<file path="src/rtl/core/multiclass_fast_nms_defines.svh">
// Assertion macros used by multiclass_fast_nms.sv.
`ifndef MULTICLASS_FAST_NMS_DEFINES_SVH
`define MULTICLASS_FAST_NMS_DEFINES_SVH
`ifndef SYNTHESIS
`define MNMS_CHECK(name, clk, rst_n, expr) \
    name: assert property (@(posedge clk) disable iff (!rst_n) (expr)) \
        else $error("check failed");
`define MNMS_IMPLY(name, clk, rst_n, pre, post) \
    name: assert property (@(posedge clk) disable iff (!rst_n) (pre) |-> (post)) \
        else $error("implication failed");
`else
`define MNMS_CHECK(name, clk, rst_n, expr)
`define MNMS_IMPLY(name, clk, rst_n, pre, post)
`endif
`endif

</file>
<file path="src/rtl/core/mnms_pkg.sv">
package mnms_pkg;

    localparam int COORD_W = 16;
    localparam int BOX_W   = 4 * COORD_W;
    localparam int SCORE_W = 16;
    localparam int CLS_W   = 8;
    localparam int ENTRY_W = SCORE_W + CLS_W;
    localparam int FILL_W  = 3;
    localparam int COL_W   = 9;
    localparam int CNT_W   = 7;
    localparam int LIM_W   = 17;
    localparam int CFG_W   = 17;
    localparam int CFG_IDX_W = 3;

    localparam logic [COL_W-1:0] COL_SAT = 9'd511;

    localparam logic [CFG_IDX_W-1:0] CFG_BACKGROUND = 3'd0;
    localparam logic [CFG_IDX_W-1:0] CFG_CLASSES    = 3'd1;
    localparam logic [CFG_IDX_W-1:0] CFG_DET_LIMIT  = 3'd2;
    localparam logic [CFG_IDX_W-1:0] CFG_IOU_LIMIT  = 3'd3;
    localparam logic [CFG_IDX_W-1:0] CFG_SCORE_FLR  = 3'd4;

    typedef struct packed {
        logic done;
        logic suppress;
    } iou_res_t;

endpackage

</file>
<file path="src/rtl/core/mnms_iou.sv">
module mnms_iou (
    input  logic                         clk,
    input  logic                         rst_n,
    input  logic                         start,
    input  logic [mnms_pkg::BOX_W-1:0]   box_a,
    input  logic [mnms_pkg::BOX_W-1:0]   box_b,
    input  logic [mnms_pkg::LIM_W-1:0]   limit,
    output mnms_pkg::iou_res_t           res
);
    import mnms_pkg::*;

    logic signed [15:0] ay0, ax0, ay1, ax1, by0, bx0, by1, bx1;
    logic signed [15:0] aylo, ayhi, axlo, axhi, bylo, byhi, bxlo, bxhi;
    logic signed [16:0] dya, dxa, dyb, dxb, iy, ix;

    logic [15:0] dya_reg, dxa_reg, dyb_reg, dxb_reg, iy_reg, ix_reg;
    logic [31:0] area_a_reg, area_b_reg, inter_reg, inter3_reg, inter4_reg;
    logic [33:0] uni_reg;
    logic        zero3_reg, zero4_reg;
    logic [33:0] plo_reg, phi_reg;
    logic [3:0]  v_reg;
    logic [50:0] rhs;
    logic [50:0] lhs;
    iou_res_t    res_reg;

    always_comb
    begin
        ay0 = box_a[15:0];  ax0 = box_a[31:16]; ay1 = box_a[47:32]; ax1 = box_a[63:48];
        by0 = box_b[15:0];  bx0 = box_b[31:16]; by1 = box_b[47:32]; bx1 = box_b[63:48];
        aylo = (ay0 < ay1) ? ay0 : ay1;
        ayhi = (ay0 < ay1) ? ay1 : ay0;
        axlo = (ax0 < ax1) ? ax0 : ax1;
        axhi = (ax0 < ax1) ? ax1 : ax0;
        bylo = (by0 < by1) ? by0 : by1;
        byhi = (by0 < by1) ? by1 : by0;
        bxlo = (bx0 < bx1) ? bx0 : bx1;
        bxhi = (bx0 < bx1) ? bx1 : bx0;
        dya = 17'(ayhi) - 17'(aylo);
        dxa = 17'(axhi) - 17'(axlo);
        dyb = 17'(byhi) - 17'(bylo);
        dxb = 17'(bxhi) - 17'(bxlo);
        iy = 17'((ayhi < byhi) ? ayhi : byhi) - 17'((aylo > bylo) ? aylo : bylo);
        ix = 17'((axhi < bxhi) ? axhi : bxhi) - 17'((axlo > bxlo) ? axlo : bxlo);
        rhs = {17'd0, plo_reg} + {phi_reg, 17'd0};
        lhs = {3'd0, inter4_reg, 16'd0};
    end

    always_ff @(posedge clk)
    begin
        dya_reg <= dya[15:0];
        dxa_reg <= dxa[15:0];
        dyb_reg <= dyb[15:0];
        dxb_reg <= dxb[15:0];
        iy_reg  <= iy[16] ? 16'd0 : iy[15:0];
        ix_reg  <= ix[16] ? 16'd0 : ix[15:0];
        area_a_reg <= dya_reg * dxa_reg;
        area_b_reg <= dyb_reg * dxb_reg;
        inter_reg  <= iy_reg * ix_reg;
        zero3_reg  <= (area_a_reg == 32'd0) || (area_b_reg == 32'd0);
        uni_reg    <= {2'd0, area_a_reg} + {2'd0, area_b_reg} - {2'd0, inter_reg};
        inter3_reg <= inter_reg;
        zero4_reg  <= zero3_reg;
        inter4_reg <= inter3_reg;
        plo_reg    <= limit * uni_reg[16:0];
        phi_reg    <= limit * uni_reg[33:17];
    end

    always_ff @(posedge clk or negedge rst_n)
    begin
        if (!rst_n)
        begin
            v_reg   <= '0;
            res_reg <= '0;
        end
        else
        begin
            v_reg <= {v_reg[2:0], start};
            res_reg.done <= v_reg[3];
            res_reg.suppress <= !zero4_reg && (lhs > rhs);
        end
    end

    assign res = res_reg;
endmodule

</file>
<file path="config.mk">
export PLATFORM = sky130hd
export DESIGN_NAME = mnms_iou
export DESIGN_NICKNAME = d
export VERILOG_FILES = /design/src/rtl/core/multiclass_fast_nms_defines.svh /design/src/rtl/core/mnms_pkg.sv /design/src/rtl/core/mnms_iou.sv
export SDC_FILE = /design/constraint.sdc
export NUM_CORES = 2
export LEC_CHECK = 0
export ABC_AREA = 1
export BUFFER_PORTS_ARGS = -buffer_cell sky130_fd_sc_hd__buf_2
export CAP_MARGIN = 30
export CORE_ASPECT_RATIO = 1.1
export CORE_MARGIN = 8
export CORE_UTILIZATION = 42
export CTS_CLUSTER_SIZE = 8
export DETAILED_ROUTE_END_ITERATION = 16
export MAX_ROUTING_LAYER = met4
export SYNTH_ARGS = -nofsm -noshare
export SYNTH_HDL_FRONTEND = slang
export SYNTH_SLANG_ARGS = --single-unit
</file>
<file path="constraint.sdc">
create_clock -name clk -period 5.9 [get_ports clk]
set_clock_uncertainty 0.1 [all_clocks]
set_input_delay 0.885 -clock clk [delete_from_list [all_inputs] [get_ports clk]]
set_output_delay 0.885 -clock clk [all_outputs]
set_load 0.05 [all_outputs]
</file>
## Word-level counts from Yosys, hierarchy flattened

Cells that the tools add are included.

| operators by class | value |
|---|---|
| $lt $le $gt $ge | 9 |
| add/sub/neg operators | 9 |
| mux-type cells | 12 |
| multiply operators | 5 |
| reduce and logical (&&, ||, !) cells | 5 |

Operators by type and width:

| kind | number |
|---|---|
| $mux W16 | 8 |
| $lt A16 B16 Y1 | 6 |
| $mul A16 B16 Y32 | 3 |
| $mul A17 B17 Y34 | 2 |
| $mux W17 | 4 |
| $logic_not A32 Y1 | 2 |
| $sub A16 B16 Y16 | 4 |
| $add A34 B51 Y51 | 1 |
| $gt A48 B51 Y1 | 1 |
| $sub A17 B17 Y17 | 2 |
| $sub A33 B32 Y34 | 1 |
| $add A32 B32 Y33 | 1 |
| $gt A16 B16 Y1 | 2 |
| $logic_and A1 B1 Y1 | 1 |
| $logic_not A1 Y1 | 1 |
| $logic_or A1 B1 Y1 | 1 |

| word-level totals | value |
|---|---|
| input port bits | 148 |
| register bits | 366 |

## Longest topological paths before layout

| depth | value |
|---|---|
| word-level depth | 5 |
| mapped depth | 47 |
| depth with buffers taken out | 46 |

## Least setup slack after synthesis

No wires, ideal clock.

| path | value |
|---|---|
| kind | input -> register |
| from | input limit[13] in the netlist's numbering |
| to | register phi_reg[33] |
| data required time | 5,677 ps |
| slack | -678 ps |
| buffers on the path | 2 |
| data arrival time | 6,355 ps |
| stages | 26 |
| setup time | 123 ps |
| cell sequence | clkbuf_1 -> clkbuf_1 -> nand2_1 -> fa_1 -> inv_1 -> fa_1 -> inv_1 -> fa_1 -> inv_1 -> fa_1 -> inv_1 -> fa_1 -> inv_1 -> fa_1 -> ha_1 -> a21oi_1 -> nor2_1 -> a211oi_1 -> o21ai_0 -> a21oi_1 -> o21ai_1 -> a21boi_0 -> o21ai_1 -> nand2_1 -> a21oi_1 -> xor2_1 |

| on the way | value |
|---|---|
| longest elaborated chain between the ends | 1 |

RTL lines:

| element | line | text |
|---|---|---|
| start: declaration | mnms_iou.sv:7 | `input logic [mnms_pkg::LIM_W-1:0] limit,` |
| $mul A17 B17 Y34 | mnms_iou.sv:65 | `phi_reg <= limit * uni_reg[33:17];` |
| end signal: assignment | mnms_iou.sv:65 |  |
| end: declaration | mnms_iou.sv:20 | `logic [33:0] plo_reg, phi_reg;` |

Every way passes these cells.
A chain may end at the register's enable or synchronous reset.

## Worst setup path after layout

| path | value |
|---|---|
| from | input limit[12] in the netlist's numbering |
| to | register plo_reg[33] |

| on the way | value |
|---|---|
| longest elaborated chain between the ends | 1 |

RTL lines:

| element | line | text |
|---|---|---|
| $mul A17 B17 Y34 | mnms_iou.sv:64 | `plo_reg <= limit * uni_reg[16:0];` |
| end signal: assignment | mnms_iou.sv:64 |  |
| end: declaration | mnms_iou.sv:20 |  |

Every way passes these cells.

==> impl_results.md <==
- Final core occ: 50.75%
- Die Span Y: 432.8 um
- CTS tree: built
- Final ANT Viol Nets: 0
- Most frequent cells after synthesis: 2266 x inv_1, 2157 x nand2_1, 1065 x fa_1
- Post-synth top area cell: fa_1
- Number of vias per cell: 4.836
- GPL Wtd Cong: 0.9798
- Cell Chain, Critical Path: buf_2 > buf_4 > buf_12 > nand2_1 > inv_1 > fa_1 > inv_1 > fa_1 > fa_1 > inv_1 > fa_1 > inv_1 > fa_1 > fa_1 > inv_1 > ha_1 > buf_4 > nand2_1 > o21ai_2 > a21oi_2 > o2111ai_1 > xor2_1
- Crit Path Max Fanout: 19
- Final Setup Violations: 0
- CTS Buf Count: 55
- DR iter-0 viols: 2825
- Tmin final: 5772 ps
- Post-Route WL: 193600 um
- GR Overflow Total: 0
- Rel. slew slack: 39.00%
- CTS Sinks: 366
- Synthesized flop and latch total: 366
- Mean Syn Cell Area: 7.655 um^2
- WHS: 220.5 ps
- Largest net degree at the start of global routing: 29
- Top cell type's share of synthesized area: 32.15%
- Most used cell, CP: fa_1
- Buffers on Ports: 149
- Mapped Cells: 8663
- Slowest library cell on the worst path: fa_1
- Max_cap viols: 0
- Core ar.: 0.1576 mm^2
- Startpoint Class: input pin
- Clock slew at the register clock pins of the worst setup and hold paths: 60 ps
- Synth warn: 0
- Worst stage delay on the critical path: 550 ps
- RSZ-0062 raised after global routing: true
- Final HPWL DP: 170100 um
- GRT Util Overall: 23.13%
- Pre-Repair DR Iteration Count: 7
- Vias post-DR: 56220
- Area Growth Syn to Fin: 20.58%
- First-pass GRT wire length: 311800 um
- Cell with the most instances after synthesis: inv_1
- Worst-margin pin slew: 908.0 ps
- Cell row count: 153
- Die area: 0.1709 mm^2
- Fill cell count: 15110
- Sequential share of the synthesized area: 11.09%
- Synth cell types: 59
- Async set-reset flop share out of synthesis: 1.639%
- Clock buffer depth: 3
- Ys flop type: dfxtp_1
- Min-Delay Path Class: flop to flop
- Worst EP arrival: 6200 ps
- Final worst-path cycle share: 97.83%
- Clk_lat worst skew: 660 ps
- Final Max Slew Viols: 0
- Routed length per placed instance: 16.65 um
- # DRC: 0
- Initial antenna violation count: 1
- Largest cells by area after synthesis: fa_1 32%, ha_1 15%, inv_1 13%
- Die width: 394.9 um
- Initial Util: 42.09%
- Syn nets: 10650
- Post-Syn Area: 0.06632 mm^2
- Share of cells above drive strength 1: 17.62%
- Ports: 150
- Vias in the first global route: 59880
- Setup CP Type: input pin to flop
- Final #Nets: 11500
- EDFF count, synth: 0
- H-tree Lvls: 2
- Endpoint type of the worst setup path: flop
- Final Hold Fails: 0
- Worst Path Required: 6330 ps
- Multi-input gate area: 0.05076 mm^2
- Max Fclk: 173.2 MHz
- Status: complete, no violations
- Sequential cell area: 0.007531 mm^2
- Root Buffer Master: clkbuf_16
==> path summary, 6_finish.rpt <==
kind / from / endpoint / slack [ps] / cells past startpoint
hold / removal: inter3_reg[0] / inter4_reg[0] / 220 / 0
min in group asynchronous: rst_n / res[1] / 500 / 2
max in group asynchronous: rst_n / res[0] / 5060 / 2
setup / recovery: limit[12] / plo_reg[33] / 130 / 22
hold reg to reg: inter3_reg[0] / inter4_reg[0] / 220 / 0
setup reg to reg: uni_reg[27] / phi_reg[33] / 180 / 24
==> through the flow <==
stage	area, um^2	setup TNS (ps)	cells	worst slack (ps)
6_report	79960	0	11630	127.9
5_1_grt	79960	-436.8	11630	-90.55
4_1_cts	78300	0	11580	0.6137
3_5_place_dp	76570	-37500	11510	-674.3
3_3_place_gp	76570	-32430	11510	-623.4
2_1_floorplan	67620	-1089	8663	-267.6
==> cells by family (layout without fill, tap and decap cells) <==
kind of cell	count (synthesis)	in the layout	synth area share (%)
adders and majority gates	1837	1837	46.71
other	0	2	0
buffers and inverters	2643	3511	15.19
xor gates and xnor gates	266	266	3.513
and+or+nand+nor	2784	2786	16.88
AOI/OAI and AO/OA	767	767	6.611
DFF	366	366	11.09
==> cell usage in the layout, fill, tap and decap left out, drive strengths merged, types with 33 or more instances in the layout <==
cell       n
o21a      33
nor2     235
o21ai    262
xnor2     91
ha       772
inv     2275
nand2   2186
nand4     39
a21oi    339
buf     1158
nor3      41
xor2     175
clkbuf    69
nand3    232
dfxtp    360
fa      1065
==> routing by layer <==
layer  routed length, um  share of wire, %  global-route usage, %
met2               96900                50                  40.80
met5                   0                 0                      -
met4                7982               4.1                  8.302
met3                7393               3.8                  1.876
met1               81360                42                  27.77
==> worst max-delay path: cells and delay by family <==
| family | cells | cell delay [ps] |
|---|---|---|
| compound gates | 3 | 610 |
| xor+xnor | 1 | 190 |
| fa+ha+maj | 7 | 3410 |
| buf+inv | 9 | 900 |
| simple gates | 2 | 180 |
==> cell type report <==
cell class	count	share of cell area [%]
clock buffers	62	1.804
repair buffers	1166	11.09
diodes	2	0.006259
inverters	2274	10.67
flip-flops and latches	366	9.418
clock inverters	9	0.2597
well taps	2092	3.273
multi-input cells	5656	63.47
==> timing repair <==
item / in CTS / in global routing
setup buffers: 1 / 39
setup endpoints to repair: 20 / 82
endpoints found under the hold margin: 6 / 0
pin swaps: 1 / 104
gates resized for setup: 35 / 353
gates cloned: 0 / 5
hold buffers: 1 / 0
Power is left out: the tool's default activity adds up to more than one toggle a clock period on the data nets, which glitch-free logic cannot reach.
