`src/rtl/core/multiclass_fast_nms_defines.svh`:
```
// Assertion macros used by multiclass_fast_nms.sv.
`ifndef MULTICLASS_FAST_NMS_DEFINES_SVH
`define MULTICLASS_FAST_NMS_DEFINES_SVH
`ifndef SYNTHESIS
`define MNMS_CHECK(name, clk, rst_n, expr) \
    name: assert property (@(posedge clk) disable iff (!rst_n) (expr)) \
        else $error("check failed");
`define MNMS_IMPLY(name, clk, rst_n, pre, post) \
    name: assert property (@(posedge clk) disable iff (!rst_n) (pre) |-> (post)) \
        else $error("implication failed");
`else
`define MNMS_CHECK(name, clk, rst_n, expr)
`define MNMS_IMPLY(name, clk, rst_n, pre, post)
`endif
`endif

```
`src/rtl/core/mnms_ram.sv`:
```
module mnms_ram #(
    parameter int WIDTH = 8,
    parameter int DEPTH = 16
) (
    input  logic                                   clk,
    input  logic                                   we,
    input  logic [(DEPTH > 1 ? $clog2(DEPTH) : 1)-1:0] waddr,
    input  logic [WIDTH-1:0]                       wdata,
    input  logic [(DEPTH > 1 ? $clog2(DEPTH) : 1)-1:0] raddr,
    output logic [WIDTH-1:0]                       rdata
);
    logic [WIDTH-1:0] mem [DEPTH];

    always_ff @(posedge clk)
    begin
        if (we)
        begin
            mem[waddr] <= wdata;
        end
        rdata <= mem[raddr];
    end
endmodule

```
`config.mk`:
```
export PLATFORM = sky130hd
export DESIGN_NAME = mnms_ram
export DESIGN_NICKNAME = d
export VERILOG_FILES = /design/src/rtl/core/multiclass_fast_nms_defines.svh /design/src/rtl/core/mnms_ram.sv
export SDC_FILE = /design/constraint.sdc
export NUM_CORES = 1
export LEC_CHECK = 0
export ABC_AREA = 1
export ABC_CLOCK_PERIOD_IN_PS = 2270
export BUFFER_PORTS_ARGS = -buffer_cell sky130_fd_sc_hd__buf_2
export CORE_MARGIN = 1.5
export CORE_UTILIZATION = 65
export DETAILED_ROUTE_END_ITERATION = 8
export GPL_TIMING_DRIVEN = 1
export PLACE_DENSITY = 0.84
export SYNTH_ARGS = -nofsm -noshare
export SYNTH_HDL_FRONTEND = slang
export SYNTH_SLANG_ARGS = --single-unit
```
`constraint.sdc`:
```
create_clock -name clk -period 2.27 [get_ports clk]
set_input_delay 0.454 -clock clk [delete_from_list [all_inputs] [get_ports clk]]
set_output_delay 0.454 -clock clk [all_outputs]
set_load 0.05 [all_outputs]
```
Word-level counts from Yosys, hierarchy flattened:

Memories as Yosys holds them, arrays and structs flattened. A register that Yosys moved wholly into a read port is not among the register bits.
Index checks and enable logic that the tools add are counted.
Widths: inputs -> output; s select.

* flip-flop bits (word level): 0
* memory bits (writable): 128
* input bits: 18
* word-level logic and storage cells: 3
* memories kept: 1

* muxes and demuxes: 2

Memories
* mem: depth 16, bits a word 8, rd ports 1, clocked after Yosys merged registers in 1, wr ports 1, RTL line mnms_ram.sv:12 `logic [WIDTH-1:0] mem [DEPTH];`

Operators with widths (number)
* $mux 1: 2

Depth between registers and ports, before layout:

Gate-level depths: netlist of run 1.

* word-level depth: 2
* mapped depth: 8
* mapped depth without buffers: 7

Worst setup path after synthesis of run 1:

Ideal clock, no wire load.

* path kind: input port to flip-flop
* start point: input port waddr[2] (netlist bit)
* end point: memory mem[10][0], enable pin
* arrival: 1035 ps
* slack: 865 ps
* stages: 2
* path buffers: 0
* path through: nand3b_1 > nor2_1

RTL lines
* start, declared: RTL line mnms_ram.sv:7 `input logic [(DEPTH > 1 ? $clog2(DEPTH) : 1)-1:0] waddr,`
* end, declared: RTL line mnms_ram.sv:12

Straight into the memory's write port.

Final worst setup path of run 1:

* start point: register rdata[3], read port of mem
* end point: output port rdata[3]

RTL lines
* start, declared: RTL line mnms_ram.sv:10 `output logic [WIDTH-1:0] rdata`

No word-level cell between the ends.

==> flow_summary.toml, run 1 <==
[finish]
final_util_pct = 75.42
area_growth_pct = 13.50
layout_common_cells = "173 x nand2_1, 128 x edfxtp_1, 100 x inv_1"
fin_area_um2 = 6545
multi_input_area_um2 = 1214
antenna_cells = 0
nFillCells = 528
seq_area_um2 = 4004
final_nets = 599
layout_commonest_cell = "nand2_1"
drive_gt1_share_pct = 11.13

[setup_path]
crit_type = "reg -> out"
critPathBufInv = 1
critPathLaunch = "rdata[3]$_DFF_P_"
slowest_delay_ns = 0.32
crit_family = "flip-flops"
path_cells = "buf_2"
slowest_stage = "dfxtp_1"
crit_fanout = 1
r2r-start = "mem[0][7]$_DFFE_PP_"
critPathRequiredTime_ns = 1.82
arrival_ns = 1.08
cp-end-kind = "output port"
critPathLaunchType = "register"

[synthesis]
synth_area_leader_cell = "edfxtp_1"
ys_seq_elements = 136
yosysWarningCount = 0
avgSynthCellArea_um2 = 10.47
ys_seq_area_share_pct = 69.43
ys_types = 12
yosysTopAreaCellShare_pct = 66.65
netlist_instances = 551
synth_area_leaders = "edfxtp_1 67%, nand2_1 11%, nand3_1 8.4%, inv_1 6.5%, dfxtp_1 2.8%"
synth_nets = 569
synth.cell_area_um2 = 5767

[sta]
timing.final.crit_period_ns = 1.537
setup_viol = 0
finalCritPeriodShare_pct = 67.71
slew_violations = 0
hold_violations = 0
finClkSkew_ns = 0.006195
maxSlewHeadroom_pct = 47.21
fin_ws_ns = 0.7330
tightest_slew_ns = 0.7889
fin_tns_setup_ns = 0
fmax_mhz = 650.6
rsz0062_at_grt = "false"

[routing]
num_vias = 3968
ant_nets = 0
drc = 0
routed_wl_um = 12500
drtIter0Drc = 329
avgViaCountPerCell = 5.660
first_pass_iters = 5
detail_route.wl_per_cell_um = 17.83

[power_and_ir_drop]
totalPowerFinal_mw = 5.966
power.switching_mw = 1.292
p_clk_share_pct = 46.1
ir_worst_vdd_mv = 1.008
p_leak_nw = 2.855
power.density_nw_per_um2 = 911.5
p_seq_share_pct = 47.3
switching_share_pct = 21.66
combPwrFrac_pct = 6.5
p_int_mw = 4.674

[clock_tree]
cts_tree = "done"
cts-resized-gates = 0
insertion_delay_ns = 0.51
htreeDepth = 4
postCtsHoldBufs = 0
cts_setup_buffers = 0
numCtsBuffers = 17
clock-sinks = 136
path_clk_slew_ns = 0.06
cts_root_buf = "clkbuf_8"
cts_max_path_buffers = 2

[die]
die_w_um = 97.19
core_area_um2 = 8678
die_area_um2 = 9446
rows = 34
boundaryPins = 26
die_y_um = 97.19
start_util_pct = 66.45

[hold_path]
hp-start = "raddr[3]"
min_path_type = "in -> reg"

[placed_design]
preCtsSetupSlack_ns = 0.5220
post_dp_cell_area_um2 = 5948
io_buffers = 25
place.gp.congestion = 0.8124
hpwl_um = 7616

[global_route]
grt_pass1_vias = 3855
grt_max_degree = 37
grt_pass1_wl_um = 19860
grt_antenna_before_repair = 0
track_usage_pct = 28.46
grt_overflow = 0

[status]
outcome = "finished clean"

[run]
drv_cap = 0
[synthesized netlist by cell type]
master,n
nand3_1,97
buf_2,13
inv_2,2
dfxtp_1,8
inv_1,100
buf_4,4
buf_1,1
buf_6,6
nand2_1,173
nand3b_1,2
edfxtp_1,128
nor2_1,17
[cells by family after synthesis]
logic type / synth area share, %
simple gates: 21.05
flops: 69.43
buf+inv: 9.525
[path summary, 6_finish.rpt]
check / slack (ns) / to / depth (start not counted)
min: 0.30 / rdata[2]$_DFF_P_ / 3
max: 0.73 / rdata[3] / 1
max reg2reg: 1.21 / rdata[7]$_DFF_P_ / 6
min reg2reg: 0.65 / rdata[2]$_DFF_P_ / 6
[area by class of cell]
cell class / instances / share of cell area [%]
flip-flops and latches: 136 / 61.17
clock inverters: 13 / 2.734
repair buffers: 35 / 3.250
clock buffers: 18 / 6.385
inverters: 102 / 5.850
multi-input cells: 289 / 18.54
well taps: 108 / 2.065
[power groups by stage]
stage	registers [mW]	clock network, mW	logic [mW]
3_5_place_dp	2.87	0	0.379
3_3_place_gp	2.87	0	0.369
5_1_grt	2.83	2.87	0.421
6_report	2.82	2.75	0.390
4_1_cts	2.82	2.77	0.385
2_1_floorplan	2.93	0	0.198
[metrics by stage]
step	hold slack [ns]	std cells
floorplan	0.5529	551
CTS	0.2751	701
global route	0.2929	701
global placement	0.6382	670
finish	0.3032	701
detailed placement	0.6431	670
[sequential cells by signal, indices dropped and copies added, names as in the netlist]
name   count
mem      128
rdata      8
[per-layer routing]
layer	track usage [%]	share of wire [%]	wire, um	up-vias
met1	36.36	38	4713	1847
met5	0	0	0	-
met4	12.37	2.9	368	0
met2	46.32	50	6307	247
met3	7.626	8.9	1107	41
li1	-	-	-	1833
No activity file was read; power rests on OpenSTA's default activity.
==> run 2, diff against run 1 <==
--- a/config.mk
+++ b/config.mk
@@ -5,14 +5,14 @@
 export SDC_FILE = /design/constraint.sdc
 export NUM_CORES = 1
 export LEC_CHECK = 0
-export ABC_AREA = 1
-export ABC_CLOCK_PERIOD_IN_PS = 2270
+export ABC_AREA = 0
+export ABC_CLOCK_PERIOD_IN_PS = 1500
 export BUFFER_PORTS_ARGS = -buffer_cell sky130_fd_sc_hd__buf_2
 export CORE_MARGIN = 1.5
-export CORE_UTILIZATION = 65
+export CORE_UTILIZATION = 60
 export DETAILED_ROUTE_END_ITERATION = 8
 export GPL_TIMING_DRIVEN = 1
-export PLACE_DENSITY = 0.84
+export PLACE_DENSITY = 0.78
 export SYNTH_ARGS = -nofsm -noshare
 export SYNTH_HDL_FRONTEND = slang
 export SYNTH_SLANG_ARGS = --single-unit
==> constraint.sdc (replaced) <==
create_clock -name clk -period 1.5 [get_ports clk]
set_input_delay 0.3 -clock clk [delete_from_list [all_inputs] [get_ports clk]]
set_output_delay 0.3 -clock clk [all_outputs]
set_load 0.05 [all_outputs]
==> run 2 against run 1 <==
  * Cell count fell by 41%
  * Combinational power grew 29%
  * Total power is 50% higher
  * Clock skew up 0.0034 ns
  * Register-to-register slack got worse by 1.2 ns
  * Global-route usage fell by 4.0 points
  * Die area is 3.2% lower
  * Synthesized area fell by 11%
  * Routed wire length down 20%
==> flow_summary.toml, run 2 <==
[finish]
final_util_pct = 75.26
antenna_cells = 0
largest_reg_flops = 128
layout_commonest_cell = "edfxtp_1"
area_growth_pct = 20.73
drive_gt1_share_pct = 35.18
reg.largest.list = "mem: 128 flops, rdata: 8 flops"
layout_common_cells = "128 x edfxtp_1, 27 x buf_4, 25 x buf_2"
instances_no_fill = 412
final_nets = 312
fin_area_um2 = 6215
regMostFlops = "mem"

[placed_design]
dp.cells = 380
hpwl_um = 6371
io_buffers = 25
place.gp.congestion = 0.7725
post_dp_cell_area_um2 = 5605
preCtsSetupSlack_ns = -0.2452

[clock_tree]
cts_tree = "done"
cts_root_buf = "clkbuf_8"
clock-sinks = 136
path_clk_slew_ns = 0.06
postCtsHoldBufs = 0
numCtsBuffers = 17
insertion_delay_ns = 0.51
cts_max_path_buffers = 2
cts_setup_buffers = 0
htreeDepth = 4
cts-resized-gates = 0

[synthesis]
synth_common_cells = "128 x edfxtp_1, 18 x mux4_2, 16 x a22oi_1, 14 x mux4_1, 13 x nor2_1"
yosysWarningCount = 0
synth-xor-area-share_pct = 0
synth_area_leaders = "edfxtp_1 75%, mux4_2 7.9%, mux4_1 7.1%, dfxtp_1 3.1%, a22oi_1 2.3%"
yosysTopAreaCellShare_pct = 74.67
synthMuxAreaShare_pct = 15.02
yosys.area_share.simple_pct = 3.184
synth_compound_area_share_pct = 2.333
ys_seq_elements = 136
ys_seq_area_share_pct = 77.78
synth_nets = 247
avgSynthCellArea_um2 = 22.48
netlist_instances = 229
synth-edff-count = 128
synth_top_family_by_area = "multiplexers"
synthFlopType = "edfxtp_1"
synth_area_leader_cell = "edfxtp_1"
async_reset_ff_share_pct = 0
synth.cell_area_um2 = 5147
synth_fa_ha_area_share_pct = 0
ys_types = 19
yosysMostFrequentCell = "edfxtp_1"

[setup_path]
critPathRequiredTime_ns = 1.90
crit_type = "reg -> reg"
critPathBufInv = 0
slowest_stage = "mux4_1"
crit_fanout = 1
cp-end-kind = "register"
ff2ff_setup_slack_ns = 0.05
critPathLaunchType = "register"
arrival_ns = 1.84
path_cells = "mux4_1 > a22oi_1 > nand2_1"
crit_family = "multiplexers"
slowest_delay_ns = 0.53

[global_route]
grt_overflow = 0
grt_pass1_vias = 2455
grt_pass1_wl_um = 14770
track_usage_pct = 24.49
grt_max_degree = 17
grt_antenna_before_repair = 0

[die]
boundaryPins = 26
core_area_um2 = 8258
die_w_um = 95.63
die_area_um2 = 9144
rows = 33
die_y_um = 95.63
start_util_pct = 62.33

[sta]
hold_violations = 0
fin_ws_ns = 0.05384
fmax_mhz = 691.5
tightest_slew_ns = 0.7189
timing.final.crit_period_ns = 1.446
finClkSkew_ns = 0.009622
setup_viol = 0
maxSlewHeadroom_pct = 51.97
rsz0062_at_grt = "false"
slew_violations = 0
finalCritPeriodShare_pct = 96.41

[routing]
drtIter0Drc = 265
routed_wl_um = 10050
num_vias = 2583
first_pass_iters = 5
ant_nets = 0
detail_route.wl_per_cell_um = 24.40
avgViaCountPerCell = 6.269
drc = 0

[power_and_ir_drop]
combPwrFrac_pct = 5.6
power.switching_mw = 1.888
ir_worst_vdd_mv = 1.013
power.density_nw_per_um2 = 1442
p_seq_share_pct = 47.7
switching_share_pct = 21.07
totalPowerFinal_mw = 8.964
p_clk_share_pct = 46.7
p_leak_nw = 2.158
p_int_mw = 7.075

[run]
drv_cap = 0

[status]
outcome = "finished clean"

[hold_path]
min_path_type = "in -> reg"
-- run 2: area by class of cell --
type | count | area [um2]
Clock inverter | 13 | 167.7
Clock buffer | 19 | 441.7
Multi-Input combinational cell | 83 | 1062
Tap cell | 105 | 131.4
Timing Repair Buffer | 56 | 407.9
Fill cell | 454 | 2043
Sequential cell | 136 | 4004
-- run 2: path summary, 6_finish.rpt --
kind,start,to,cells after the start
worst max register to register,mem[1][2]$_DFFE_PP_,rdata[2]$_DFF_P_,3
worst min-delay path,wdata[3],mem[6][3]$_DFFE_PP_,1
worst max-delay path,mem[1][2]$_DFFE_PP_,rdata[2]$_DFF_P_,3
worst min register to register,mem[14][6]$_DFFE_PP_,rdata[6]$_DFF_P_,3
-- run 2: cells by family after synthesis --
| family | after synthesis |
|---|---|
| and+or+nand+nor | 35 |
| muxes | 32 |
| AOI/OAI and AO/OA | 16 |
| buffers and inverters | 10 |
| DFF | 136 |
-- run 2: per-layer routing --
layer	wire length [um]	track usage, %
met1	4175	33.90
met4	148	8.824
met3	732	6.061
met2	4995	38.26
met5	0	0
-- run 2: power groups by stage --
| stage | Clock, mW | Sequential (mW) | Combinational [mW] |
|---|---|---|---|
| 5_1_grt | 4.40 | 4.28 | 0.537 |
| 2_1_floorplan | 0 | 4.43 | 0.216 |
| 3_5_place_dp | 0 | 4.35 | 0.503 |
| 4_1_cts | 4.23 | 4.28 | 0.508 |
| 3_3_place_gp | 0 | 4.35 | 0.485 |
| 6_report | 4.18 | 4.28 | 0.505 |
-- run 2: stage by stage --
step	hold WS (ns)	TNS [ns]
finish	0.1686	0
floorplan	0.3989	-1.983
CTS	0.1515	0
detailed placement	0.6593	-3.063
global route	0.1551	0
global placement	0.6511	-2.398
-- run 2: worst register-to-register path, stage by stage (launching register included) --
cell and delay, ns:
edfxtp_1 0.37, mux4_1 0.53, a22oi_1 0.34, nand2_1 0.09
