--- src/rtl/core/multiclass_fast_nms_defines.svh ---
// Assertion macros used by multiclass_fast_nms.sv.
`ifndef MULTICLASS_FAST_NMS_DEFINES_SVH
`define MULTICLASS_FAST_NMS_DEFINES_SVH
`ifndef SYNTHESIS
`define MNMS_CHECK(name, clk, rst_n, expr) \
    name: assert property (@(posedge clk) disable iff (!rst_n) (expr)) \
        else $error("check failed");
`define MNMS_IMPLY(name, clk, rst_n, pre, post) \
    name: assert property (@(posedge clk) disable iff (!rst_n) (pre) |-> (post)) \
        else $error("implication failed");
`else
`define MNMS_CHECK(name, clk, rst_n, expr)
`define MNMS_IMPLY(name, clk, rst_n, pre, post)
`endif
`endif

--- src/rtl/core/mnms_pkg.sv ---
package mnms_pkg;

    localparam int COORD_W = 16;
    localparam int BOX_W   = 4 * COORD_W;
    localparam int SCORE_W = 16;
    localparam int CLS_W   = 8;
    localparam int ENTRY_W = SCORE_W + CLS_W;
    localparam int FILL_W  = 3;
    localparam int COL_W   = 9;
    localparam int CNT_W   = 7;
    localparam int LIM_W   = 17;
    localparam int CFG_W   = 17;
    localparam int CFG_IDX_W = 3;

    localparam logic [COL_W-1:0] COL_SAT = 9'd511;

    localparam logic [CFG_IDX_W-1:0] CFG_BACKGROUND = 3'd0;
    localparam logic [CFG_IDX_W-1:0] CFG_CLASSES    = 3'd1;
    localparam logic [CFG_IDX_W-1:0] CFG_DET_LIMIT  = 3'd2;
    localparam logic [CFG_IDX_W-1:0] CFG_IOU_LIMIT  = 3'd3;
    localparam logic [CFG_IDX_W-1:0] CFG_SCORE_FLR  = 3'd4;

    typedef struct packed {
        logic done;
        logic suppress;
    } iou_res_t;

endpackage

--- src/rtl/core/mnms_topk.sv ---
module mnms_topk #(
    parameter int MAX_K = 4
) (
    input  logic [MAX_K*mnms_pkg::ENTRY_W+mnms_pkg::FILL_W-1:0] row_cur,
    input  logic                                             restart,
    input  logic                                             ins,
    input  logic [mnms_pkg::CLS_W-1:0]                       cls,
    input  logic [mnms_pkg::SCORE_W-1:0]                     score,
    output logic [MAX_K*mnms_pkg::ENTRY_W+mnms_pkg::FILL_W-1:0] row_new
);
    import mnms_pkg::*;

    localparam int FILL_LSB = MAX_K * ENTRY_W;

    logic [FILL_W-1:0] n;
    logic [FILL_W-1:0] pos;
    logic [FILL_W-1:0] lastv;

    always_comb
    begin
        n = restart ? '0 : row_cur[FILL_LSB +: FILL_W];
        pos = '0;
        for (int i = 0; i < MAX_K; i++)
        begin
            if (FILL_W'(i) < n && row_cur[i*ENTRY_W +: SCORE_W] >= score)
            begin
                pos = pos + 1'b1;
            end
        end
        lastv = (n < FILL_W'(MAX_K)) ? n : FILL_W'(MAX_K - 1);
        row_new = row_cur;
        row_new[FILL_LSB +: FILL_W] = n;
        if (ins && pos < FILL_W'(MAX_K))
        begin
            for (int i = 1; i < MAX_K; i++)
            begin
                if (FILL_W'(i) > pos && FILL_W'(i) <= lastv)
                begin
                    row_new[i*ENTRY_W +: ENTRY_W] = row_cur[(i-1)*ENTRY_W +: ENTRY_W];
                end
            end
            for (int i = 0; i < MAX_K; i++)
            begin
                if (FILL_W'(i) == pos)
                begin
                    row_new[i*ENTRY_W +: ENTRY_W] = {cls, score};
                end
            end
            if (n < FILL_W'(MAX_K))
            begin
                row_new[FILL_LSB +: FILL_W] = n + 1'b1;
            end
        end
    end
endmodule

--- config.mk ---
export PLATFORM = sky130hd
export DESIGN_NAME = mnms_topk
export DESIGN_NICKNAME = d
export VERILOG_FILES = /design/src/rtl/core/multiclass_fast_nms_defines.svh /design/src/rtl/core/mnms_pkg.sv /design/src/rtl/core/mnms_topk.sv
export SDC_FILE = /design/constraint.sdc
export NUM_CORES = 1
export LEC_CHECK = 0
export BUFFER_PORTS_ARGS = -buffer_cell sky130_fd_sc_hd__buf_4
export CAP_MARGIN = 20
export CORE_ASPECT_RATIO = 2
export CORE_UTILIZATION = 42
export DETAILED_ROUTE_END_ITERATION = 8
export GPL_ROUTABILITY_DRIVEN = 0
export PLACE_DENSITY = 0.81
export SLEW_MARGIN = 20
export SYNTH_ARGS = -nofsm -noshare
export SYNTH_HDL_FRONTEND = slang
export SYNTH_SLANG_ARGS = --single-unit
--- constraint.sdc ---
create_clock -name vclk -period 4.5
set_input_delay 0.225 -clock vclk [all_inputs]
set_output_delay 0.225 -clock vclk [all_outputs]
set_load 0.02 [all_outputs]
Yosys cells after proc, flatten, opt, wreduce, memory -nomap -nowiden
Index checks and enable logic that the tools add are counted.
Widths: inputs -> output; s select.
- flip-flop bits (word level): 0
- input port bits: 125
- output and inout bits: 99
- word-level logic and storage cells: 47
- $add $sub $neg: 4
- order comparisons: 16
- equal/unequal tests: 3
- muxes and demuxes: 15
- reduce and logical (&&, ||, !) cells: 9
- operators by type and width (cell ; number):
    $mux 24 ; 7
    $mux 99 ; 1
    $ge 16x16->1 ; 4
    $mux 3 ; 6
    $add 3x1->3 const B ; 4
    $logic_and 1x1->1 ; 8
    $eq 2x3->1 const A ; 2
    $gt 2x3->1 const A ; 2
    $le 2x3->1 const A ; 2
    $lt 1x3->1 const A ; 2
    $lt 2x3->1 const A ; 2
    $lt 3x3->1 const B ; 2
    $eq 1x3->1 const A ; 1
    $gt 1x3->1 const A ; 1
    $le 1x3->1 const A ; 1
    $logic_not 3->1 ; 1
    $mux 1 ; 1

Depth between registers and ports, before layout
Gate-level depths: netlist of the first run.
- depth after elaboration: 15
- mapped depth: 25

Worst setup path before layout of the first run
OpenSTA, ideal clock, no wires.
- path type: input-to-output
- start point: input port row_cur[0] (netlist bit)
- end point: output port row_new[76] (netlist bit)
- arrival time: 4.267 ns
- slack: 0.008 ns
- stages: 23
- path through: inv_1 > ha_1 > nand2b_1 > a21oi_1 > nor2b_1 > o21ai_0 > a21o_1 > a21oi_1 > nor3_1 > o41ai_1 > o211ai_1 > ha_1 > nor3_1 > a22oi_1 > nand4_2 > ha_1 > and3_1 > xnor2_2 > nor2_1 > buf_2 > o21a_1 > buf_2 > a2bb2oi_1
- cells in the longest elaborated chain, start to end: 14
- RTL lines (what ; line ; source):
    from (decl) ; mnms_topk.sv:4 ; input logic [MAX_K*mnms_pkg::ENTRY_W+mnms_pkg::FILL_W-1:0] row_cur,
    $ge 16x16->1 (*) ; mnms_topk.sv:25 ; if (FILL_W'(i) < n && row_cur[i*ENTRY_W +: SCORE_W] >= score)
    $logic_and 1x1->1 (*) ; mnms_topk.sv:25 ;
    $mux 1 (*) ; mnms_topk.sv:25 ;
    $add 3x1->3 ; mnms_topk.sv:27 ; pos = pos + 1'b1;
    $mux 3 (*) ; mnms_topk.sv:25 ;
    $add 3x1->3 ; mnms_topk.sv:27 ;
    $mux 3 (*) ; mnms_topk.sv:25 ;
    $add 3x1->3 ; mnms_topk.sv:27 ;
    $mux 3 (*) ; mnms_topk.sv:25 ;
    $gt 2x3->1 ; mnms_topk.sv:37 ; if (FILL_W'(i) > pos && FILL_W'(i) <= lastv)
    $logic_and 1x1->1 ; mnms_topk.sv:37 ;
    $mux 24 ; mnms_topk.sv:37 ;
    $mux 24 ; mnms_topk.sv:44 ; if (FILL_W'(i) == pos)
    $mux 99 (*) ; mnms_topk.sv:33 ; if (ins && pos < FILL_W'(MAX_K))
    to (decl) ; mnms_topk.sv:9 ; output logic [MAX_K*mnms_pkg::ENTRY_W+mnms_pkg::FILL_W-1:0] row_new
Mark *: on every way between the ends. The rest lies on a longest branch, timed or not.

Worst setup path in the final report of the first run
- start point: input port score[2] (netlist bit)
- end point: output port row_new[82] (netlist bit)
- cells in the longest elaborated chain, start to end: 14
- RTL lines (what ; line ; source):
    from (decl) ; mnms_topk.sv:8 ; input logic [mnms_pkg::SCORE_W-1:0] score,
    $ge 16x16->1 ; mnms_topk.sv:25 ;
    $logic_and 1x1->1 ; mnms_topk.sv:25 ;
    $mux 1 ; mnms_topk.sv:25 ;
    $add 3x1->3 ; mnms_topk.sv:27 ;
    $mux 3 ; mnms_topk.sv:25 ;
    $add 3x1->3 ; mnms_topk.sv:27 ;
    $mux 3 ; mnms_topk.sv:25 ;
    $add 3x1->3 ; mnms_topk.sv:27 ;
    $mux 3 (*) ; mnms_topk.sv:25 ;
    $gt 2x3->1 ; mnms_topk.sv:37 ;
    $logic_and 1x1->1 ; mnms_topk.sv:37 ;
    $mux 24 ; mnms_topk.sv:37 ;
    $mux 24 ; mnms_topk.sv:44 ;
    $mux 99 (*) ; mnms_topk.sv:33 ;
Marks and branches as above.

==> out/qor.txt, run 1 <==
Status - finished, violations left
Failing checks - setup timing
Tot Pwr - 1.59 mW
Worst-Margin Slew - 686 ps
Sw Share - 50.4%
Maximum clock rate - 193 MHz
Initial Utilization - 43.0%
Net count after synthesis - 631
RSZ-0062 raised after global routing - yes
Seq Cell Count - 0
Crit start category - input port
Final HPWL DP - 13400 um
PortBufs - 224
Relative slew slack - 53.8%
Combinational Power Share - 100.0%
Hold Crit Class - input port to output pin
Share of the synthesized area in the top cell type - 23.4%
Number of diodes - 0
Yosys warnings - 0
Crit Path Class - input port to output pin
Top-Level Pins - 224
Clock power share - 0%
Mapped cell area - 3690 sq um
DR vias/cell - 7.02
GRT Total Usage - 38.1%
Synth unique cells - 54
Register area share after synthesis - 0%
Hold Worst Slack - 768 ps
NumNets Final - 923
Setup_tns - -59300 ps
Switching power - 802 uW
Setup WS post-layout - -676 ps
Max-cap violations - 0
Antenna-violating nets left - 0
Max Fanout on Critical Path - 8
Core region area - 8590 sq um
Storage element area - 0 sq um
Drc violations - 0
Worst path arrival time - 4950 ps
Fill cells - 450
VDD IR max - 0.148 mV
Final WL - 23200 um
Crit-path max cell delay - 350 ps
Die Height - 135 um
Final worst path period need - 5180 ps
Pwr per Cell Area - 228 nW/um^2
Final Setup Violations - 99
Wire per inst - 28.1 um
Synth area leaders - ha_1, mux2_2, a21o_1
Static leakage - 3.52 nW
Area leader, netlist - ha_1
1st-pass router iterations - 5
CTS hold repair buffers - 0
Hold Fails Final Rpt - 0
Avg Cell Area, Syn - 8.45 sq um
CP Capture Point - row_new[82]
Final Max Slew Viols - 0
Layout area overhead - 89.3%
CP endpoint kind - output pin
DR iter-0 viols - 576
Vias in the first global route - 5336
Die area - 9190 sq um
Sequential power share - 0%
Row Count - 48
Cell with the most instances on the worst path - buf_4
Critical path required time - 4280 ps
Grt ovf - 0
Largest net degree at the start of global routing - 25
Internal power - 790 uW
Layout cells sized above 1 - 65.2%
CP Launch Point - score[2]
Cells after Synth - 437
Die X - 68.3 um
Initial antenna violation count - 0
Post-Place Setup Slack - -731 ps
CLK BUF - 0
Part of the cycle the worst path needs - 115%
Global-route wire length before repair - 26800 um
Slowest CP cell - o31a_1
Via count - 5803
-- area by class of cell --
| type | count | area, sq um | share of cell area (%) |
|---|---|---|---|
| repair buffers | 313 | 2800 | 40.1 |
| well taps | 100 | 125 | 1.79 |
| inverters | 23 | 88.8 | 1.27 |
| multi-input cells | 391 | 3970 | 56.9 |
-- what timing repair did --
item | 4_1_cts | 5_1_grt
pin swaps | 15 | 37
setup endpoints to repair | 99 | 98
cloned | 1 | 9
hold endpoints to repair | 0 | 0
buffers inserted | 10 | 8
gates resized for setup | 70 | 86
-- worst max-delay path: cells and delay by family --
family                     cells  cell delay, ps
AOI/OAI and AO/OA              9            1970
adders and majority gates      3             790
buffers and inverters          8            1140
and+or+nand+nor                6             790
-- cell usage in the layout (no fill, tap or decap), types with 11 or more instances in the layout --
master     instances
o22ai_1           12
a21oi_1           17
a2bb2oi_1         11
inv_1             20
a2bb2oi_2         13
a21o_1            30
ha_1              63
a22o_1            15
nor2_1            12
nand2_1           17
buf_6             50
o22ai_2           12
buf_4            243
mux2_2            64
-- synth_stat cells (all sizes together), types with 4 or more instances --
| master | count |
|---|---|
| mux2 | 72 |
| ha | 69 |
| a21o | 30 |
| a2bb2oi | 24 |
| o22ai | 24 |
| a22o | 23 |
| inv | 23 |
| a21oi | 22 |
| nand2 | 18 |
| o21ai | 18 |
| buf | 17 |
| nor2 | 17 |
| nor3 | 9 |
| clkbuf | 7 |
| nand2b | 7 |
| nand4 | 6 |
| nor2b | 5 |
| o21a | 5 |
| nand3 | 4 |
-- per-stage QoR --
stage | cells | util (%) | area (sq um)
6_report | 827 | 81.3 | 6990
4_1_cts | 810 | 73.2 | 6290
5_1_grt | 827 | 81.3 | 6990
3_5_place_dp | 799 | 68.6 | 5890
2_1_floorplan | 437 | - | 3690
3_3_place_gp | 799 | 68.6 | 5890
-- power by group through the flow --
stage	sequential [mW]	combinational, mW	clock [mW]
finish	0	1.59	0
global route	0	1.65	0
CTS	0	1.32	0
detailed placement	0	1.20	0
global placement	0	1.16	0
floorplan	0	0.689	0
-- layer usage --
layer  GRT usage, %  vias up  part of all wire, %
li1               -     2314                    -
met1           38.9     2691                   31
met2           67.1      554                   48
met3           7.94      244                   11
met4           22.7        0                   11
met5              0        -                    0
-- kinds of logic after synthesis --
group | share of synthesized area (%)
AO/OA/AOI/OAI | 34.9
AND/OR/NAND/NOR | 11.7
multiplexers | 22.9
adder cells (fa/ha/maj) | 23.4
buffers and inverters | 6.20
XOR/XNOR | 0.915
-- worst min path at each step --
stage               slack (ps)           to  depth (start not counted)        start
CTS                        760  row_new[64]                          3  row_cur[64]
global placement           760  row_new[67]                          3  row_cur[67]
floorplan                  640  row_new[72]                          1  row_cur[72]
finish                     770  row_new[64]                          3  row_cur[64]
detailed placement         760  row_new[67]                          3  row_cur[67]
global route               790  row_new[57]                          3  row_cur[57]
Note: power is estimated with default switching activity, not from simulation.
==> run 2, diff against run 1 <==
--- a/config.mk
+++ b/config.mk
@@ -11,5 +11,4 @@
 export CORE_UTILIZATION = 42
 export DETAILED_ROUTE_END_ITERATION = 8
-export GPL_ROUTABILITY_DRIVEN = 0
 export PLACE_DENSITY = 0.81
 export SLEW_MARGIN = 20
==> constraint.sdc (replaced) <==
create_clock -name vclk -period 4.5
set_input_delay 0.225 -clock vclk [all_inputs]
set_output_delay 0.225 -clock vclk [all_outputs]
set_load 0.01 [all_outputs]
==> out/qor.txt, run 2 (synthesized netlist as in run 1, its figures left out) <==
Status - finished, violations left
Failing checks - setup timing
Layout area overhead - 81.0%
GPL Wtd Cong - 0.924
DR vias/cell - 6.23
Post-route insts no fill - 829
Fill cells - 576
Die X - 68.3 um
Worst-Margin Slew - 609 ps
Max Fanout on Critical Path - 9
Die Height - 135 um
Seq Cell Count - 0
GRT Total Usage - 34.9%
RSZ-0062 raised after global routing - yes
Relative slew slack - 58.9%
Wire per inst - 22.4 um
Final Setup Violations - 40
CP endpoint kind - output pin
PortBufs - 224
Grt ovf - 0
DP Cell Count - 806
Hold Fails Final Rpt - 0
Die area - 9190 sq um
Max-cap violations - 0
Crit start category - input port
Vias in the first global route - 5013
Commonest non-fill, non-tap cells in the layout - buf_4, mux2_2, ha_1, a21o_1, buf_6
Pwr per Cell Area - 200 nW/um^2
Final HPWL DP - 13500 um
Worst path arrival time - 4390 ps
Initial Utilization - 43.0%
Antenna-violating nets left - 0
Part of the cycle the worst path needs - 102%
NumNets Final - 925
Layout cells sized above 1 - 62.8%
Critical path required time - 4280 ps
1st-pass router iterations - 5
Static leakage - 3.41 nW
Final WL - 18600 um
Post-Place Setup Slack - -670 ps
Largest net degree at the start of global routing - 25
Drc violations - 0
CLK BUF - 0
VDD IR max - 0.137 mV
Storage element area - 0 sq um
Global-route wire length before repair - 24500 um
Initial antenna violation count - 0
Final worst path period need - 4610 ps
Core region area - 8590 sq um
Most common cell after layout, fill and taps aside - buf_4
Hold Crit Class - input port to output pin
Crit Path Class - input port to output pin
Final Max Slew Viols - 0
Setup WS post-layout - -110 ps
Via count - 5165
Row Count - 48
Setup_tns - -2160 ps
DR iter-0 viols - 337
Top-Level Pins - 224
Maximum clock rate - 217 MHz
Number of diodes - 0
-- run 2: cell types whose count changed in the layout (fill, tap and decap cells not counted), moves of 2 or more --
cell | previous run | this run
buf_4 | 243 | 274
buf_6 | 50 | 29
o22ai_1 | 12 | 24
o22ai_2 | 12 | 0
a2bb2oi_1 | 11 | 16
a2bb2oi_2 | 13 | 8
mux2_2 | 64 | 68
mux2_4 | 8 | 4
buf_12 | 8 | 5
buf_8 | 5 | 2
clkbuf_16 | 7 | 5
ha_1 | 63 | 65
nor3_2 | 2 | 4
o21ai_2 | 3 | 5
-- run 2: routing by layer --
metal	part of all wire, %	wire length, um	vias up	global-route usage, %
li1	-	-	2315	-
met1	33	6160	2440	36.4
met2	52	9660	308	65.6
met3	7.4	1370	102	3.29
met4	7.6	1420	0	16.1
met5	0	0	-	0
-- run 2: repair_timing --
item                                    in CTS  in global routing
pin swaps                                    4                 32
resized for setup                           44                 56
endpoints found under the setup margin      98                 97
hold buffers                                 0                  0
cloned                                       1                  7
setup buffers                                7                 10
-- run 2: worst paths after layout --
path / startpoint / to / slack [ps] / cells after the start
setup / recovery: row_cur[0] / row_new[37] / -110 / 25
hold / removal: row_cur[64] / row_new[64] / 750 / 3
-- run 2: where the power goes --
| group | internal [mW] | total [mW] | switching [mW] |
|---|---|---|---|
| sequential | 0 | 0 | 0 |
| combinational | 0.724 | 1.33 | 0.611 |
| clock | 0 | 0 | 0 |
| total | 0.724 | 1.33 | 0.611 |
-- run 2: critical path: stages --
cell      delay (ps)
buf_8             80
inv_4             30
ha_4             240
nand2b_4         110
a21oi_2           50
nor2b_1          100
o21ai_1           70
a21o_1           170
a21oi_2          210
nor3_2            60
o41ai_2          250
o211ai_1         200
ha_4             360
nand3_2           70
or3_4            350
nand4_4          110
ha_4             150
and3_4           180
nor4_4            40
buf_4            160
a31oi_4          190
buf_12           180
mux2_2           350
mux2_2           270
buf_4            150
-- run 2: final cells by class --
cell class         count  area [sq um]  share of cell area, %
inverters             23          88.8                   1.33
multi-input cells    391          3830                   57.3
well taps            100           125                   1.87
repair buffers       315          2640                   39.5
-- run 2: stage by stage --
step / util, % / hold WS [ps] / instance area, sq um / total power, mW
4_1_cts: 72.4 / 745 / 6220 / 1.19
3_5_place_dp: 69.1 / 741 / 5930 / 1.10
5_1_grt: 77.8 / 768 / 6680 / 1.41
6_report: 77.8 / 753 / 6680 / 1.33
3_3_place_gp: 69.1 / 736 / 5930 / 1.06
2_1_floorplan: - / 579 / 3690 / 0.582
==> run 3, diff against run 2 <==
RECOVER_POWER = 25   (was unset)
SETUP_SLACK_MARGIN = 0.02   (was unset)
SLEW_MARGIN = 0   (was 20)
==> out/qor.txt, run 3 (synthesized netlist as in run 1, its figures left out) <==
Status - finished, violations left
Failing checks - setup timing
Most common cell after layout, fill and taps aside - buf_4
RSZ-0062 raised after global routing - yes
Internal power - 725 uW
Hold Crit Class - input port to output pin
DR vias/cell - 6.15
Die X - 68.3 um
Final HPWL DP - 13500 um
Crit-path max cell delay - 360 ps
Initial antenna violation count - 0
Seq Cell Count - 0
Die Height - 135 um
Part of the cycle the worst path needs - 102%
Slowest CP cell - ha_4
Sequential power share - 0%
GRT Total Usage - 35.1%
Wire per inst - 22.1 um
Worst path arrival time - 4380 ps
Top-Level Pins - 224
Final WL - 18200 um
Final worst path period need - 4610 ps
Core region area - 8590 sq um
Relative slew slack - 59.9%
Pwr per Cell Area - 198 nW/um^2
Grt ovf - 0
Final Max Slew Viols - 0
CLK BUF - 0
NumNets Final - 922
Multi-input gate area - 3910 sq um
Setup WS post-layout - -109 ps
Crit path cell chain - buf_6 -> ha_4 -> nand2b_4 -> a21oi_2 -> nor2b_1 -> o21ai_1 -> a21o_1 -> a21oi_2 -> nor3_2 -> o41ai_2 -> o211ai_1 -> ha_4 -> nand3_2 -> or3_4 -> nand4_4 -> ha_4 -> nand3b_1 -> nor4_4 -> buf_4 -> a31oi_4 -> buf_6 -> mux2_4 -> mux2_4 -> buf_6
Drc violations - 0
Combinational Power Share - 100.0%
CP Launch Point - score[0]
Via count - 5084
Hold depth - 3
Antenna-violating nets left - 0
Hold Worst Slack - 745 ps
Tot Pwr - 1.33 mW
Final Setup Violations - 24
Storage element area - 0 sq um
VDD IR max - 0.136 mV
Crit Path Class - input port to output pin
Commonest non-fill, non-tap cells in the layout - buf_4, ha_1, mux2_2, a21o_1, buf_6
Die area - 9190 sq um
Global-route wire length before repair - 24600 um
Worst-Margin Slew - 595 ps
Row Count - 48
Clock power share - 0%
Layout cells sized above 1 - 63.9%
Number of diodes - 0
Fill cells - 575
Switching power - 602 uW
Hold Fails Final Rpt - 0
Critical path required time - 4280 ps
Max Fanout on Critical Path - 6
Crit start category - input port
Initial Utilization - 43.0%
Max-cap violations - 0
CP endpoint kind - output pin
Maximum clock rate - 217 MHz
HP Start - row_cur[66]
Largest net degree at the start of global routing - 25
Core Util, Final - 78.1%
GPL Wtd Cong - 0.924
Static leakage - 3.42 nW
Sw Share - 45.4%
1st-pass router iterations - 6
PortBufs - 224
Vias in the first global route - 5006
Hold EP - row_new[66]
Layout area overhead - 81.7%
DR iter-0 viols - 281
Setup_tns - -1500 ps
==> run 3: changes by cell type in the layout (fill, tap and decap cells not counted), moves of 2 or more <==
cell / delta
mux2_4: +5
a2bb2oi_1: -10
a2bb2oi_2: +10
clkbuf_16: -2
buf_6: -4
mux2_2: -5
==> run 3: per-stage QoR <==
| step | area (sq um) | worst slack [ps] | std cells |
|---|---|---|---|
| after floorplan | 3690 | 157 | 437 |
| after global placement | 5930 | -543 | 806 |
| after detailed placement | 5930 | -670 | 806 |
| after CTS | 6220 | -91.8 | 815 |
| after global routing | 6710 | -252 | 826 |
| final | 6710 | -109 | 826 |
==> run 3: worst max-delay path by stage <==
stage                        endpoint  slack, ps  depth (start not counted)
after global placement    row_new[38]       -540                         23
after detailed placement  row_new[38]       -670                         22
after CTS                 row_new[37]        -90                         24
after global routing      row_new[25]       -250                         25
after floorplan           row_new[39]        160                         22
final                     row_new[25]       -110                         24
==> run 3: critical path, delay by kind of cell <==
| kind | cells | cell delay [ps] |
|---|---|---|
| muxes | 2 | 570 |
| adders and majority gates | 3 | 810 |
| and+or+nand+nor | 8 | 1190 |
| buffers and inverters | 4 | 580 |
| AOI/OAI and AO/OA | 7 | 990 |
==> run 3: timing repair <==
action / 4_1_cts / 5_1_grt
gates resized for setup: 44 / 70
cloned: 1 / 3
hold buffers: 0 / 0
endpoints found under the hold margin: 0 / 0
setup buffers: 8 / 9
pin swaps: 4 / 11
setup endpoints to repair: 98 / 98
==> run 3: cell type report <==
type	instances	area share [%]
multi-input cells	391	58.2
repair buffers	312	38.6
well taps	100	1.87
inverters	23	1.32
==> run 3: power groups by stage <==
| stage | sequential (mW) | clock, mW | combinational (mW) |
|---|---|---|---|
| after detailed placement | 0 | 0 | 1.10 |
| after global placement | 0 | 0 | 1.06 |
| final | 0 | 0 | 1.33 |
| after floorplan | 0 | 0 | 0.582 |
| after global routing | 0 | 0 | 1.40 |
| after CTS | 0 | 0 | 1.19 |
==> run 3: per-layer routing <==
| metal | share of wire, % | GRT usage [%] |
|---|---|---|
| met3 | 7.0 | 3.72 |
| met1 | 34 | 36.3 |
| met4 | 5.2 | 16.2 |
| met5 | 0 | 0 |
| met2 | 54 | 66.0 |
